--- src/bgps_pkg.sv ---
// Package for the beat grid peak snapper: field widths, codes and reset values.
package bgps_pkg;

   // Widths of the channel fields.
   localparam int LEVEL_W    = 16;
   localparam int FRAME_W    = 16;
   localparam int INTERVAL_W = 24;
   localparam int CSR_DATA_W = 24;
   localparam int CSR_INDEX_W = 2;

   // Kind of an emitted beat.
   typedef enum logic [1:0] {
      KIND_ANCHOR = 2'd0,
      KIND_PEAK   = 2'd1,
      KIND_CENTER = 2'd2
   } beat_kind_type;

   // Register indexes of the configuration port.
   typedef enum logic [CSR_INDEX_W-1:0] {
      CSR_BEAT_INTERVAL    = 2'd0,
      CSR_ACTIVATION_FLOOR = 2'd1,
      CSR_START_FRAME      = 2'd2,
      CSR_END_FRAME        = 2'd3
   } csr_index_type;

   // Register values after reset.
   localparam logic [INTERVAL_W-1:0]    BEAT_INTERVAL_RESET    = 24'd5120;
   localparam logic signed [LEVEL_W-1:0] ACTIVATION_FLOOR_RESET = 16'sd0;
   localparam logic [FRAME_W-1:0]       START_FRAME_RESET      = 16'd0;
   localparam logic [FRAME_W-1:0]       END_FRAME_RESET        = 16'hFFFF;

   // Running maximum starts at -1.0 in Q1.15.
   localparam logic signed [LEVEL_W-1:0] LEVEL_MIN = 16'sh8000;

endpackage

--- src/bgps_if.sv ---
// Channel interfaces of the beat grid peak snapper: samples, beats and register writes.

interface bgps_req_if;
   logic                                      valid;
   logic                                      ready;
   logic signed [bgps_pkg::LEVEL_W-1:0]       activation_level;
   logic                                      last_sample;

   modport source (output valid, output activation_level, output last_sample, input ready);
   modport sink   (input valid, input activation_level, input last_sample, output ready);
endinterface

interface bgps_rsp_if;
   logic                             valid;
   logic                             ready;
   logic [bgps_pkg::FRAME_W-1:0]     beat_frame;
   logic [1:0]                       beat_kind;

   modport source (output valid, output beat_frame, output beat_kind, input ready);
   modport sink   (input valid, input beat_frame, input beat_kind, output ready);
endinterface

interface bgps_csr_if;
   logic                                valid;
   logic                                ready;
   logic [bgps_pkg::CSR_INDEX_W-1:0]    index;
   logic [bgps_pkg::CSR_DATA_W-1:0]     data;

   modport source (output valid, output index, output data, input ready);
   modport sink   (input valid, input index, input data, output ready);
endinterface

--- src/beat_grid_peak_snapper.sv ---
// Beat grid peak snapper: snaps a fixed-interval beat grid to activation peaks.
//
// One activation sample is taken per clock cycle, and the beat it causes, if any, is
// presented in the result register on the following cycle. Sample intake stalls only
// while that result register holds a beat the sink has not yet taken. The clock rate is
// set by the single update path that advances the grid cursor by one interval, rounds the
// new cursor to a centre frame and compares it against the end frame. The first sample
// after reset (and after every sample marked last) is frame 0; frame start_frame is
// emitted as the anchor beat, and each later grid window yields at most one beat: its first
// strict maximum or its rounded centre. Register writes are always taken at once and apply
// from the next sample.
module beat_grid_peak_snapper #(
   parameter int MAX_FRAMES = 65536,
   parameter int FRAC_BITS  = 8
) (
   input  logic          clock,
   input  logic          reset,
   bgps_req_if.sink      req_chan,
   bgps_rsp_if.source    rsp_chan,
   bgps_csr_if.sink      csr_chan
);

   // Widths of the frame, cursor and comparison domains.
   localparam int FW_RAW = $clog2(MAX_FRAMES) + 1;
   localparam int CW     = (FW_RAW > 17) ? FW_RAW : 17;
   localparam int CUR_W  = ((16 + FRAC_BITS > 24) ? 16 + FRAC_BITS : 24) + 1;
   localparam int CEN_W  = CUR_W + 1 - FRAC_BITS;
   localparam int AW     = (CW > CEN_W) ? CW : CEN_W;
   localparam int HW_W   = 25 - FRAC_BITS - 2;
   localparam int WB     = (CUR_W > CW + FRAC_BITS) ? CUR_W : CW + FRAC_BITS;
   localparam int DW     = (CW + FRAC_BITS + 1 > 24) ? CW + FRAC_BITS + 1 : 24;

   localparam logic [AW-1:0]    LAST_IDX    = AW'(MAX_FRAMES - 1);
   localparam logic [CW-1:0]    LAST_FRAME  = CW'(MAX_FRAMES - 1);
   localparam logic [CW-1:0]    FRAME_LIMIT = CW'(MAX_FRAMES);
   localparam logic [23:0]      IV_MIN      = 24'(4 << FRAC_BITS);
   localparam logic [CUR_W:0]   ROUND_HALF  = (CUR_W + 1)'(1) << (FRAC_BITS - 1);
   localparam logic [24:0]      HW_ROUND    = 25'(1) << (FRAC_BITS + 1);

   // Rounds a cursor to its nearest frame, halves rounding up.
   function automatic logic [CEN_W-1:0] center_of(input logic [CUR_W-1:0] cur);
      logic [CUR_W:0] sum;
      sum = {1'b0, cur} + ROUND_HALF;
      return sum[CUR_W:FRAC_BITS];
   endfunction

   // Configuration registers.
   logic [23:0]        interval_ff;
   logic signed [15:0] floor_ff;
   logic [15:0]        start_ff;
   logic [15:0]        end_ff;

   // Run state.
   logic [CW-1:0]      frame_ff, frame_in;
   logic [CUR_W-1:0]   cursor_ff, cursor_in;
   logic               window_open_ff, window_open_in;
   logic signed [15:0] best_level_ff, best_level_in;
   logic [CW-1:0]      best_frame_ff, best_frame_in;
   logic [CW-1:0]      last_beat_ff, last_beat_in;
   logic               anchor_seen_ff, anchor_seen_in;

   // Result register.
   logic                      rsp_valid_ff, rsp_valid_in;
   logic [15:0]               beat_frame_ff, beat_frame_in;
   bgps_pkg::beat_kind_type   beat_kind_ff, beat_kind_in;

   // Per-sample decision signals.
   logic                req_accept;
   logic [23:0]         iv;
   logic [24:0]         hw_sum;
   logic [HW_W-1:0]     hw_raw;
   logic [AW-1:0]       hw;
   logic [AW-1:0]       idx;
   logic [AW-1:0]       cur_center;
   logic [AW-1:0]       win_lo;
   logic [AW-1:0]       win_hi_raw;
   logic [AW-1:0]       win_hi;
   logic                in_range;
   logic                take_anchor;
   logic                win_step;
   logic                best_update;
   logic signed [15:0]  best_level_upd;
   logic [CW-1:0]       best_frame_upd;
   logic                win_done;
   logic [CW-1:0]       fin_frame;
   logic                tail_done;
   logic                finish;
   logic                below_floor;
   logic                too_close;
   logic [AW-1:0]       chosen;
   logic                fin_emit;
   logic [CUR_W-1:0]    cursor_base;
   logic [CUR_W-1:0]    next_cursor;
   logic [AW-1:0]       next_center;
   logic                load_cursor;
   logic                grid_end;

   assign req_accept     = req_chan.valid && req_chan.ready;
   assign req_chan.ready = !rsp_valid_ff || rsp_chan.ready;
   assign csr_chan.ready = 1'b1;

   assign rsp_chan.valid      = rsp_valid_ff;
   assign rsp_chan.beat_frame = beat_frame_ff;
   assign rsp_chan.beat_kind  = beat_kind_ff;

   // Register writes.
   always_ff @(posedge clock) begin
      if (reset) begin
         interval_ff <= bgps_pkg::BEAT_INTERVAL_RESET;
         floor_ff    <= bgps_pkg::ACTIVATION_FLOOR_RESET;
         start_ff    <= bgps_pkg::START_FRAME_RESET;
         end_ff      <= bgps_pkg::END_FRAME_RESET;
      end else if (csr_chan.valid) begin
         case (csr_chan.index)
            bgps_pkg::CSR_BEAT_INTERVAL:    interval_ff <= csr_chan.data;
            bgps_pkg::CSR_ACTIVATION_FLOOR: floor_ff    <= csr_chan.data[15:0];
            bgps_pkg::CSR_START_FRAME:      start_ff    <= csr_chan.data[15:0];
            bgps_pkg::CSR_END_FRAME:        end_ff      <= csr_chan.data[15:0];
            default: ;
         endcase
      end
   end

   // Window geometry around the current cursor.
   always_comb begin
      iv         = (interval_ff < IV_MIN) ? IV_MIN : interval_ff;
      hw_sum     = {1'b0, iv} + HW_ROUND;
      hw_raw     = hw_sum[24:FRAC_BITS+2];
      hw         = (hw_raw == '0) ? AW'(1) : AW'(hw_raw);
      idx        = AW'(frame_ff);
      cur_center = AW'(center_of(cursor_ff));
      win_lo     = (cur_center > hw) ? cur_center - hw : '0;
      win_hi_raw = cur_center + hw;
      win_hi     = (win_hi_raw > LAST_IDX) ? LAST_IDX : win_hi_raw;
   end

   // Anchor detection, running maximum and window close.
   always_comb begin
      in_range       = frame_ff < FRAME_LIMIT;
      take_anchor    = in_range && !anchor_seen_ff && (frame_ff == CW'(start_ff));
      win_step       = in_range && !take_anchor && window_open_ff;
      best_update    = win_step && (idx >= win_lo) && (idx <= win_hi)
                       && (req_chan.activation_level > best_level_ff);
      best_level_upd = best_update ? req_chan.activation_level : best_level_ff;
      best_frame_upd = best_update ? frame_ff : best_frame_ff;
      win_done       = win_step && (idx >= win_hi);
      // A run that ends inside a window decides it if the cursor has been reached.
      fin_frame      = in_range ? frame_ff : LAST_FRAME;
      tail_done      = req_chan.last_sample && window_open_ff && !win_done && !take_anchor
                       && (WB'(cursor_ff) <= (WB'(fin_frame) << FRAC_BITS));
      finish         = win_done || tail_done;
   end

   // Peak or centre choice for a closing window.
   always_comb begin
      below_floor = best_level_upd < floor_ff;
      too_close   = (best_frame_upd > last_beat_ff)
                    && ((DW'(best_frame_upd - last_beat_ff) << (FRAC_BITS + 1)) < DW'(iv));
      chosen      = (below_floor || too_close) ? cur_center : AW'(best_frame_upd);
      fin_emit    = finish && (chosen > AW'(last_beat_ff));
   end

   // Cursor advance, shared by the anchor and by every closing window.
   always_comb begin
      cursor_base = take_anchor ? (CUR_W'(start_ff) << FRAC_BITS) : cursor_ff;
      next_cursor = cursor_base + CUR_W'(iv);
      next_center = AW'(center_of(next_cursor));
      load_cursor = (take_anchor && (end_ff > start_ff)) || finish;
      grid_end    = (next_cursor > (CUR_W'(end_ff) << FRAC_BITS)) || (next_center > LAST_IDX);
   end

   // Next run state.
   always_comb begin
      frame_in       = frame_ff;
      cursor_in      = cursor_ff;
      window_open_in = window_open_ff;
      best_level_in  = best_level_upd;
      best_frame_in  = best_frame_upd;
      last_beat_in   = last_beat_ff;
      anchor_seen_in = anchor_seen_ff;

      if (in_range) begin
         frame_in = frame_ff + CW'(1);
      end
      if (take_anchor) begin
         anchor_seen_in = 1'b1;
         last_beat_in   = CW'(start_ff);
         window_open_in = 1'b0;
      end
      if (fin_emit) begin
         last_beat_in = chosen[CW-1:0];
      end
      if (load_cursor) begin
         cursor_in = next_cursor;
         if (grid_end) begin
            window_open_in = 1'b0;
         end else begin
            window_open_in = 1'b1;
            best_level_in  = bgps_pkg::LEVEL_MIN;
            best_frame_in  = next_center[CW-1:0];
         end
      end
      // The final sample of a run returns the run state to its reset values.
      if (req_chan.last_sample) begin
         frame_in       = '0;
         cursor_in      = '0;
         window_open_in = 1'b0;
         best_level_in  = bgps_pkg::LEVEL_MIN;
         best_frame_in  = '0;
         last_beat_in   = '0;
         anchor_seen_in = 1'b0;
      end
   end

   // Result register loading and draining.
   always_comb begin
      rsp_valid_in  = rsp_valid_ff;
      beat_frame_in = beat_frame_ff;
      beat_kind_in  = beat_kind_ff;
      if (rsp_chan.ready) begin
         rsp_valid_in = 1'b0;
      end
      if (req_accept) begin
         if (take_anchor) begin
            rsp_valid_in  = 1'b1;
            beat_frame_in = start_ff;
            beat_kind_in  = bgps_pkg::KIND_ANCHOR;
         end else if (fin_emit) begin
            rsp_valid_in  = 1'b1;
            beat_frame_in = chosen[15:0];
            beat_kind_in  = (below_floor || too_close) ? bgps_pkg::KIND_CENTER
                                                       : bgps_pkg::KIND_PEAK;
         end
      end
   end

   // Control and run state.
   always_ff @(posedge clock) begin
      if (reset) begin
         rsp_valid_ff   <= 1'b0;
         frame_ff       <= '0;
         cursor_ff      <= '0;
         window_open_ff <= 1'b0;
         best_level_ff  <= bgps_pkg::LEVEL_MIN;
         best_frame_ff  <= '0;
         last_beat_ff   <= '0;
         anchor_seen_ff <= 1'b0;
      end else begin
         rsp_valid_ff <= rsp_valid_in;
         if (req_accept) begin
            frame_ff       <= frame_in;
            cursor_ff      <= cursor_in;
            window_open_ff <= window_open_in;
            best_level_ff  <= best_level_in;
            best_frame_ff  <= best_frame_in;
            last_beat_ff   <= last_beat_in;
            anchor_seen_ff <= anchor_seen_in;
         end
      end
   end

   // Result payload.
   always_ff @(posedge clock) begin
      beat_frame_ff <= beat_frame_in;
      beat_kind_ff  <= beat_kind_in;
   end

   // A grid window only exists once the anchor has been emitted.
   assert property (@(posedge clock) disable iff (reset)
      window_open_ff |-> anchor_seen_ff)
      else $error("grid window open before the anchor beat");

   // A beat waiting on the sink keeps its value until it is taken.
   assert property (@(posedge clock) disable iff (reset)
      (rsp_valid_ff && !rsp_chan.ready)
      |=> (rsp_valid_ff && $stable(beat_frame_ff) && $stable(beat_kind_ff)))
      else $error("waiting beat changed before it was taken");

   // A pending beat is never overwritten by a new sample.
   assert property (@(posedge clock) disable iff (reset)
      !(req_accept && rsp_valid_ff && !rsp_chan.ready))
      else $error("sample taken while the result register was blocked");

   // The final sample of a run clears the run state.
   assert property (@(posedge clock) disable iff (reset)
      (req_accept && req_chan.last_sample)
      |=> (!anchor_seen_ff && !window_open_ff && frame_ff == '0))
      else $error("run state not cleared after the final sample");

   // Within a run, an emitted window beat becomes the last beat.
   assert property (@(posedge clock) disable iff (reset)
      (req_accept && fin_emit && !take_anchor && !req_chan.last_sample)
      |=> (AW'(last_beat_ff) == $past(chosen)))
      else $error("last beat not updated by an emitted window beat");

endmodule

--- src/flat_wrapper.sv ---
// flat-port wrapper written by rule: the top's interface ports become plain ports
module beat_grid_peak_snapper_flat 
#(
   parameter int MAX_FRAMES = 65536,
   parameter int FRAC_BITS  = 8
)
  (clock, reset, req_chan_valid, req_chan_activation_level, req_chan_last_sample, req_chan_ready, rsp_chan_valid, rsp_chan_beat_frame, rsp_chan_beat_kind, rsp_chan_ready, csr_chan_valid, csr_chan_index, csr_chan_data, csr_chan_ready);
  bgps_req_if req_chan_i ();
  bgps_rsp_if rsp_chan_i ();
  bgps_csr_if csr_chan_i ();
  input  logic clock;
  input  logic reset;
  input wire logic [$bits(req_chan_i.valid)-1:0] req_chan_valid;
  input wire logic [$bits(req_chan_i.activation_level)-1:0] req_chan_activation_level;
  input wire logic [$bits(req_chan_i.last_sample)-1:0] req_chan_last_sample;
  output wire logic [$bits(req_chan_i.ready)-1:0] req_chan_ready;
  output wire logic [$bits(rsp_chan_i.valid)-1:0] rsp_chan_valid;
  output wire logic [$bits(rsp_chan_i.beat_frame)-1:0] rsp_chan_beat_frame;
  output wire logic [$bits(rsp_chan_i.beat_kind)-1:0] rsp_chan_beat_kind;
  input wire logic [$bits(rsp_chan_i.ready)-1:0] rsp_chan_ready;
  input wire logic [$bits(csr_chan_i.valid)-1:0] csr_chan_valid;
  input wire logic [$bits(csr_chan_i.index)-1:0] csr_chan_index;
  input wire logic [$bits(csr_chan_i.data)-1:0] csr_chan_data;
  output wire logic [$bits(csr_chan_i.ready)-1:0] csr_chan_ready;
  assign req_chan_i.valid = req_chan_valid;
  assign req_chan_i.activation_level = req_chan_activation_level;
  assign req_chan_i.last_sample = req_chan_last_sample;
  assign req_chan_ready = req_chan_i.ready;
  assign rsp_chan_valid = rsp_chan_i.valid;
  assign rsp_chan_beat_frame = rsp_chan_i.beat_frame;
  assign rsp_chan_beat_kind = rsp_chan_i.beat_kind;
  assign rsp_chan_i.ready = rsp_chan_ready;
  assign csr_chan_i.valid = csr_chan_valid;
  assign csr_chan_i.index = csr_chan_index;
  assign csr_chan_i.data = csr_chan_data;
  assign csr_chan_ready = csr_chan_i.ready;
  beat_grid_peak_snapper #(.MAX_FRAMES(MAX_FRAMES), .FRAC_BITS(FRAC_BITS)) u_core (.clock(clock), .reset(reset), .req_chan(req_chan_i), .rsp_chan(rsp_chan_i), .csr_chan(csr_chan_i));
endmodule
--- config.mk ---
export PLATFORM = sky130hd
export DESIGN_NAME = beat_grid_peak_snapper_flat
export DESIGN_NICKNAME = d
export VERILOG_FILES = /design/src/bgps_pkg.sv /design/src/bgps_if.sv /design/src/beat_grid_peak_snapper.sv /design/src/flat_wrapper.sv
export SDC_FILE = /design/constraint.sdc
export NUM_CORES = 1
export LEC_CHECK = 0
export ABC_CLOCK_PERIOD_IN_PS = 27400
export BUFFER_PORTS_ARGS = -buffer_cell sky130_fd_sc_hd__buf_2
export CAP_MARGIN = 25
export CORE_UTILIZATION = 40
export CTS_CLUSTER_SIZE = 8
export DETAILED_ROUTE_END_ITERATION = 8
export PLACE_DENSITY = 0.59
export RECOVER_POWER = 100
export SLEW_MARGIN = 15
export SYNTH_ARGS = -nofsm -noshare
export SYNTH_HDL_FRONTEND = slang
export SYNTH_SLANG_ARGS = --single-unit
--- constraint.sdc ---
create_clock -name clock -period 27.4 [get_ports clock]
set_input_delay 5.48 -clock clock [delete_from_list [all_inputs] [get_ports clock]]
set_output_delay 5.48 -clock clock [all_outputs]
set_load 0.02 [all_outputs]
==> results_dict.tcl, run 1 <==
set metrics [dict create \
    status "finished with violations" \
    violations "max-capacitance violations, max-slew violations" \
    wire_per_inst_um 23.9 \
    timing.clock.skew_ns 0.0164 \
    leakage_nw 7.86 \
    fin_crit_sh_pct 72.4 \
    p_clk_share_pct 32.7 \
    startpoint "u_core.interval_ff[19]" \
    ctsHoldBuffers 0 \
    vias_per_cell 6.00 \
    slew_headroom_pct -110 \
    p_int_uw 491 \
    final_nets 2372 \
    worst_pin_slew_ns 3.15 \
    grt_first_pass_wirelength_um 92800 \
    ys_warn_count 0 \
    gp_congestion 1.01 \
    ys_seq_area_share_pct 23.6 \
    place_inst 2603 \
    clk_path_buf_depth 2 \
    synth-seq-cells 185 \
    synth.cell_area_um2 16400 \
    num_rows 73 \
    clk_latency_ns 0.47 \
    path_delay_family "compound AO/OA/AOI/OAI gates" \
    drive_gt1_share_pct 6.81 \
    start_util_pct 41.0 \
    p_sw_uw 293 \
    cp_max_fo 36 \
    synth_top_area_cell "dfxtp_1" \
    gr-total-overflow 0 \
    synth-main-ff-cell "dfxtp_1" \
    clkTransAtPathRegs_ns 0.08 \
    worst-endpoint-required_ns 27.80 \
    ys_types 78 \
    area_growth_pct 7.43 \
    synthCells 2108 \
    cts_setup_buffers 0 \
    hp-class "reg2reg" \
    syn_avg_cell_area_um2 7.80 \
    maxSlewViolCount 219 \
    seqPwrFrac_pct 37.3 \
    timing.fmax_mhz 50.4 \
    final-instance-count-excl-fill 2639 \
    power.total_uw 784 \
    cap_violations 7 \
    slowest_stage "a2bb2oi_1" \
    peakVddDrop_v 0.0000473 \
    cts_sinks 185 \
    pre_cts_slack_ns 10.73 \
    grt_setup_unrepaired "no" \
    synth_edf_count 18 \
    p_sw_share_pct 37.3 \
    synth_top_cell_area_share_pct 20.3 \
    fin_tns_setup_ns 0 \
    drc 0 \
    grt_pass1_vias 15000 \
    die_area_um2 41900 \
    fin_hold_ws_ns 0.459 \
    cts_buffers 17 \
    io-pin-count 69 \
    path_buf_inv 4 \
    initialDrtViolationCount 1444 \
    critPathMaxStageDelay_ns 1.71 \
    core-area_um2 40100 \
    cts_tree "built" \
    post_cts_resized 0 \
    setup_viol 0 \
    hold_viol 0 \
    port_buffers 67 \
    grt_max_degree 74 \
    dieWidth_um 205 \
    finalWorstSetupSlack_ns 7.55 \
    synthArstFlopShare_pct 0 \
    worstSetupPathType "reg2reg" \
    dr_total_vias 15800 \
    firstDrtPassIters 5 \
    endpoint_kind "register" \
    cp-start-kind "register" \
    ant_nets 0 \
    die_y_um 205 \
    cpMostUsedCell "a21oi_1" \
    worstReg2RegStart "u_core.interval_ff[19]" \
    power.density_nw_per_um2 44.4 \
    crit_arrival_ns 20.25 \
    htreeDepth 4 \
    period_needed_ns 19.85 \
    clock_tree.root_cell "clkbuf_16" \
    worstHoldStart "u_core.best_frame_ff[12]" \
    comb_power_share_pct 29.9 \
    drt_wl_total_um 63100 \
    synth_most_common_cell "nand2_1" \
    dpl.hpwl_um 49900 \
    antenna_found_initial 1 \
    synth_top_cells_by_area "dfxtp_1, ha_1, nand2_1" \
    synthTopCellsByCount "nand2_1, ha_1, inv_1" \
    track_usage_pct 30.1 \
]
[sequential cells by signal, indices dropped and copies added, names as in the netlist, 2 cells and up]
signal	cells
u_core.end_ff	16
u_core.start_ff	16
u_core.best_level_ff	16
u_core.interval_ff	24
u_core.cursor_ff	25
u_core.last_beat_ff	17
u_core.frame_ff	17
u_core.rsp_chan.beat_frame	16
u_core.best_frame_ff	17
u_core.rsp_chan.beat_kind	2
u_core.floor_ff	16
[tightest hold or removal path, stage by stage, from the launching register on]
cell	delay, ns
dfxtp_1	0.33
nand2_1	0.05
nand3_1	0.05
[area by class of cell]
class                   instances  area, um^2
diodes                          1        2.50
clock buffers                  18         429
clock inverters                14         168
fillers                      4055       22400
inverters                     176         661
multi-input cells            1638       11400
flip-flops and latches        185        3880
well taps                     525         657
repair buffers                 82         417
[cells by family (layout without fill, tap and decap cells)]
kind of cell             count (synthesis)  count (layout)  share of synthesized area, %
AO/OA/AOI/OAI                          524             524                          21.3
AND/OR/NAND/NOR                        707             707                          20.6
other                                    1               3                        0.0228
adder cells (fa/ha/maj)                224             224                          17.2
XOR/XNOR                               117             117                          6.23
buffers and inverters                  286             290                          6.68
multiplexers                            64              64                          4.25
flip-flops                             185             185                          23.6
[power groups by stage]
| stage | logic (mW) | registers, mW | clock network, mW |
|---|---|---|---|
| after CTS | 0.234 | 0.292 | 0.260 |
| final | 0.235 | 0.293 | 0.257 |
| after global placement | 0.229 | 0.298 | 0 |
| after detailed placement | 0.232 | 0.299 | 0 |
| after global routing | 0.257 | 0.293 | 0.270 |
| after floorplan | 0.161 | 0.298 | 0 |
[layout by cell type (no fill, tap or decap), drive strengths merged, types with 56 or more instances in the layout]
cell type	count
buf	56
nand2	224
xnor2	69
dfxtp	167
ha	220
o21ai	94
inv	184
a21oi	162
nand3	70
nor2	163
[metrics by stage]
stage | utilization, % | instance area, um^2
global route | 44.0 | 17700
CTS | 44.2 | 17700
detailed placement | 42.7 | 17100
global placement | 42.7 | 17100
finish | 44.1 | 17700
floorplan | - | 16400
[routing by layer]
metal	global-route usage, %	vias up	wire, um
li1	-	7486	-
met1	39.0	7607	27200
met2	46.6	590	27500
met3	5.66	160	4390
met4	17.0	2	4050
met5	0	-	13
[worst paths after layout]
| path | endpoint | depth (start not counted) | slack, ns |
|---|---|---|---|
| worst min register to register | u_core.best_frame_ff[12] | 2 | 0.46 |
| worst min-delay path | u_core.best_frame_ff[12] | 2 | 0.46 |
| worst max-delay path | u_core.last_beat_ff[5] | 65 | 7.55 |
| worst max register to register | u_core.last_beat_ff[5] | 65 | 7.55 |
Note: power is estimated with default switching activity, not from simulation.
==> run 2, diff against run 1 <==
--- a/config.mk
+++ b/config.mk
@@ -5,7 +5,7 @@
 export SDC_FILE = /design/constraint.sdc
 export NUM_CORES = 1
 export LEC_CHECK = 0
-export ABC_CLOCK_PERIOD_IN_PS = 27400
+export ABC_CLOCK_PERIOD_IN_PS = 18600
 export BUFFER_PORTS_ARGS = -buffer_cell sky130_fd_sc_hd__buf_2
 export CAP_MARGIN = 25
 export CORE_UTILIZATION = 40
==> constraint.sdc (replaced) <==
create_clock -name clock -period 18.6 [get_ports clock]
set_input_delay 3.72 -clock clock [delete_from_list [all_inputs] [get_ports clock]]
set_output_delay 3.72 -clock clock [all_outputs]
set_load 0.02 [all_outputs]
==> run 2 against run 1 <==
Against the previous run: the flow still finishes with violations (max-capacitance violations, max-slew violations); via count is 0.48% lower; register-to-register slack lost 5.9 ns; utilization increased by 0.13 points; global-route usage is 0.052 points lower; cell count barely moved; worst setup slack worse by 5.9 ns; count of clock-buffer cells in the layout is the same; critical path depth unchanged; clock power grew 49%; critical endpoint is now u_core.rsp_chan.beat_frame[2]; highest routed layer unchanged.
==> results_dict.tcl, run 2 (same netlist as run 1, synthesis figures left out) <==
set metrics [dict create \
    status "finished with violations" \
    violations "max-capacitance violations, max-slew violations" \
    p_sw_share_pct 37.7 \
    ctsHoldBuffers 0 \
    hold_viol 0 \
    fin_hold_ws_ns 0.461 \
    port_buffers 67 \
    endpoint_kind "register" \
    grt_pass1_vias 14600 \
    power.density_nw_per_um2 65.6 \
    drt_wl_total_um 63000 \
    drc 0 \
    grt_max_degree 75 \
    clkTransAtPathRegs_ns 0.08 \
    period_needed_ns 16.99 \
    use_met2_pct 46.0 \
    maxSlewViolCount 111 \
    peakVddDrop_v 0.0000608 \
    startpoint "u_core.interval_ff[19]" \
    slew_headroom_pct -103 \
    regArea_um2 3880 \
    cts_tree "built" \
    critPathMaxStageDelay_ns 0.74 \
    drive_gt1_share_pct 7.29 \
    antenna_cells 0 \
    p_int_uw 725 \
    cts_setup_buffers 0 \
    initialDrtViolationCount 1593 \
    p_sw_uw 438 \
    regMostFlops "u_core.cursor_ff" \
    io-pin-count 69 \
    die_area_um2 41900 \
    timing.fmax_mhz 58.9 \
    cp_max_fo 19 \
    clock_tree.root_cell "clkbuf_16" \
    worstHoldStart "u_core.floor_ff[7]" \
    wire_per_inst_um 23.9 \
    finish.utilization_pct 44.2 \
    setup_viol 0 \
    fin_tns_setup_ns 0 \
    die_y_um 205 \
    leakage_nw 7.87 \
    seqPwrFrac_pct 37.1 \
    final_common_cell "nand2_1" \
    gr-total-overflow 0 \
    num_rows 73 \
    final.fill_count 4107 \
    power.total_mw 1.16 \
    final_nets 2372 \
    worstSetupPathType "reg2reg" \
    core-area_um2 40100 \
    clk_path_buf_depth 2 \
    ant_nets 0 \
    worst_pin_slew_ns 3.05 \
    worst-endpoint-required_ns 18.70 \
    reg_top3 "u_core.cursor_ff: 25 flops, u_core.interval_ff: 24 flops" \
    slowest_stage "a21oi_1" \
    antenna_found_initial 4 \
    crit_arrival_ns 17.09 \
    start_util_pct 41.0 \
    hp-class "reg2reg" \
    grt_first_pass_wirelength_um 92000 \
    cp-start-kind "register" \
    comb_power_share_pct 30.0 \
    dieWidth_um 205 \
    worstReg2RegStart "u_core.interval_ff[19]" \
    dr_total_vias 15800 \
    final_cell_mix "nand2_1, ha_1, inv_1, dfxtp_1" \
    track_usage_pct 30.0 \
    htreeDepth 4 \
    firstDrtPassIters 6 \
    grt_setup_unrepaired "no" \
    post_cts_resized 0 \
    gp_congestion 1.03 \
    dpl.hpwl_um 49700 \
    grt_use_met3_pct 4.72 \
    vias_per_cell 5.98 \
    cts_sinks 185 \
    timing.clock.skew_ns 0.0156 \
    multiInputGateArea_um2 11500 \
    cts_buffers 17 \
    top_usage_layer "met2" \
    fin_crit_sh_pct 91.3 \
    grt_use_met1_pct 40.1 \
    cap_violations 2 \
    largest_reg_flops 25 \
    area_growth_pct 7.75 \
    p_clk_share_pct 32.9 \
    clk_latency_ns 0.48 \
]
[run 2: cell type report]
| type | count | area share (%) |
|---|---|---|
| clock buffer | 18 | 2.42 |
| clock inverter | 14 | 0.960 |
| inverter | 176 | 3.73 |
| multi-input combinational | 1638 | 64.8 |
| sequential | 185 | 21.9 |
| tap | 525 | 3.71 |
| timing repair buffer | 82 | 2.42 |
[run 2: final timing paths]
| check | end | slack (ns) | cells after the start |
|---|---|---|---|
| max | u_core.rsp_chan.beat_frame[2] | 1.61 | 65 |
| min | u_core.floor_ff[7] | 0.46 | 2 |
| max reg2reg | u_core.rsp_chan.beat_frame[2] | 1.61 | 65 |
| min reg2reg | u_core.floor_ff[7] | 0.46 | 2 |
[run 2: critical path, delay by kind of cell, from the launching register on]
kind                     cells  cell delay [ns]
AO/OA/AOI/OAI               32             7.29
XOR/XNOR                     2             0.70
adder cells (fa/ha/maj)      8             2.24
buffers and inverters        3             0.20
flip-flops                   1             0.39
multiplexers                 1             0.44
AND/OR/NAND/NOR             19             5.36
[run 2: routing by layer]
layer  vias up  routed length [um]
met5         -                  36
met4         6                3500
met3       149                4310
met2       622               27500
met1      7515               27700
li1       7477                   -
[run 2: power groups by stage]
stage          combinational, mW  clock [mW]  sequential (mW)
2_1_floorplan              0.238           0            0.438
3_3_place_gp               0.339           0            0.439
3_5_place_dp               0.342           0            0.440
4_1_cts                    0.344       0.385            0.431
5_1_grt                    0.381       0.402            0.432
6_report                   0.349       0.383            0.431
[run 2: per-stage QoR]
step           instance area (um^2)  setup slack [ns]  std cells
2_1_floorplan                 16400              4.92       2109
3_3_place_gp                  17100              2.57       2602
3_5_place_dp                  17100              2.09       2602
4_1_cts                       17700              2.04       2634
5_1_grt                       17700             0.255       2638
6_report                      17700              1.61       2638
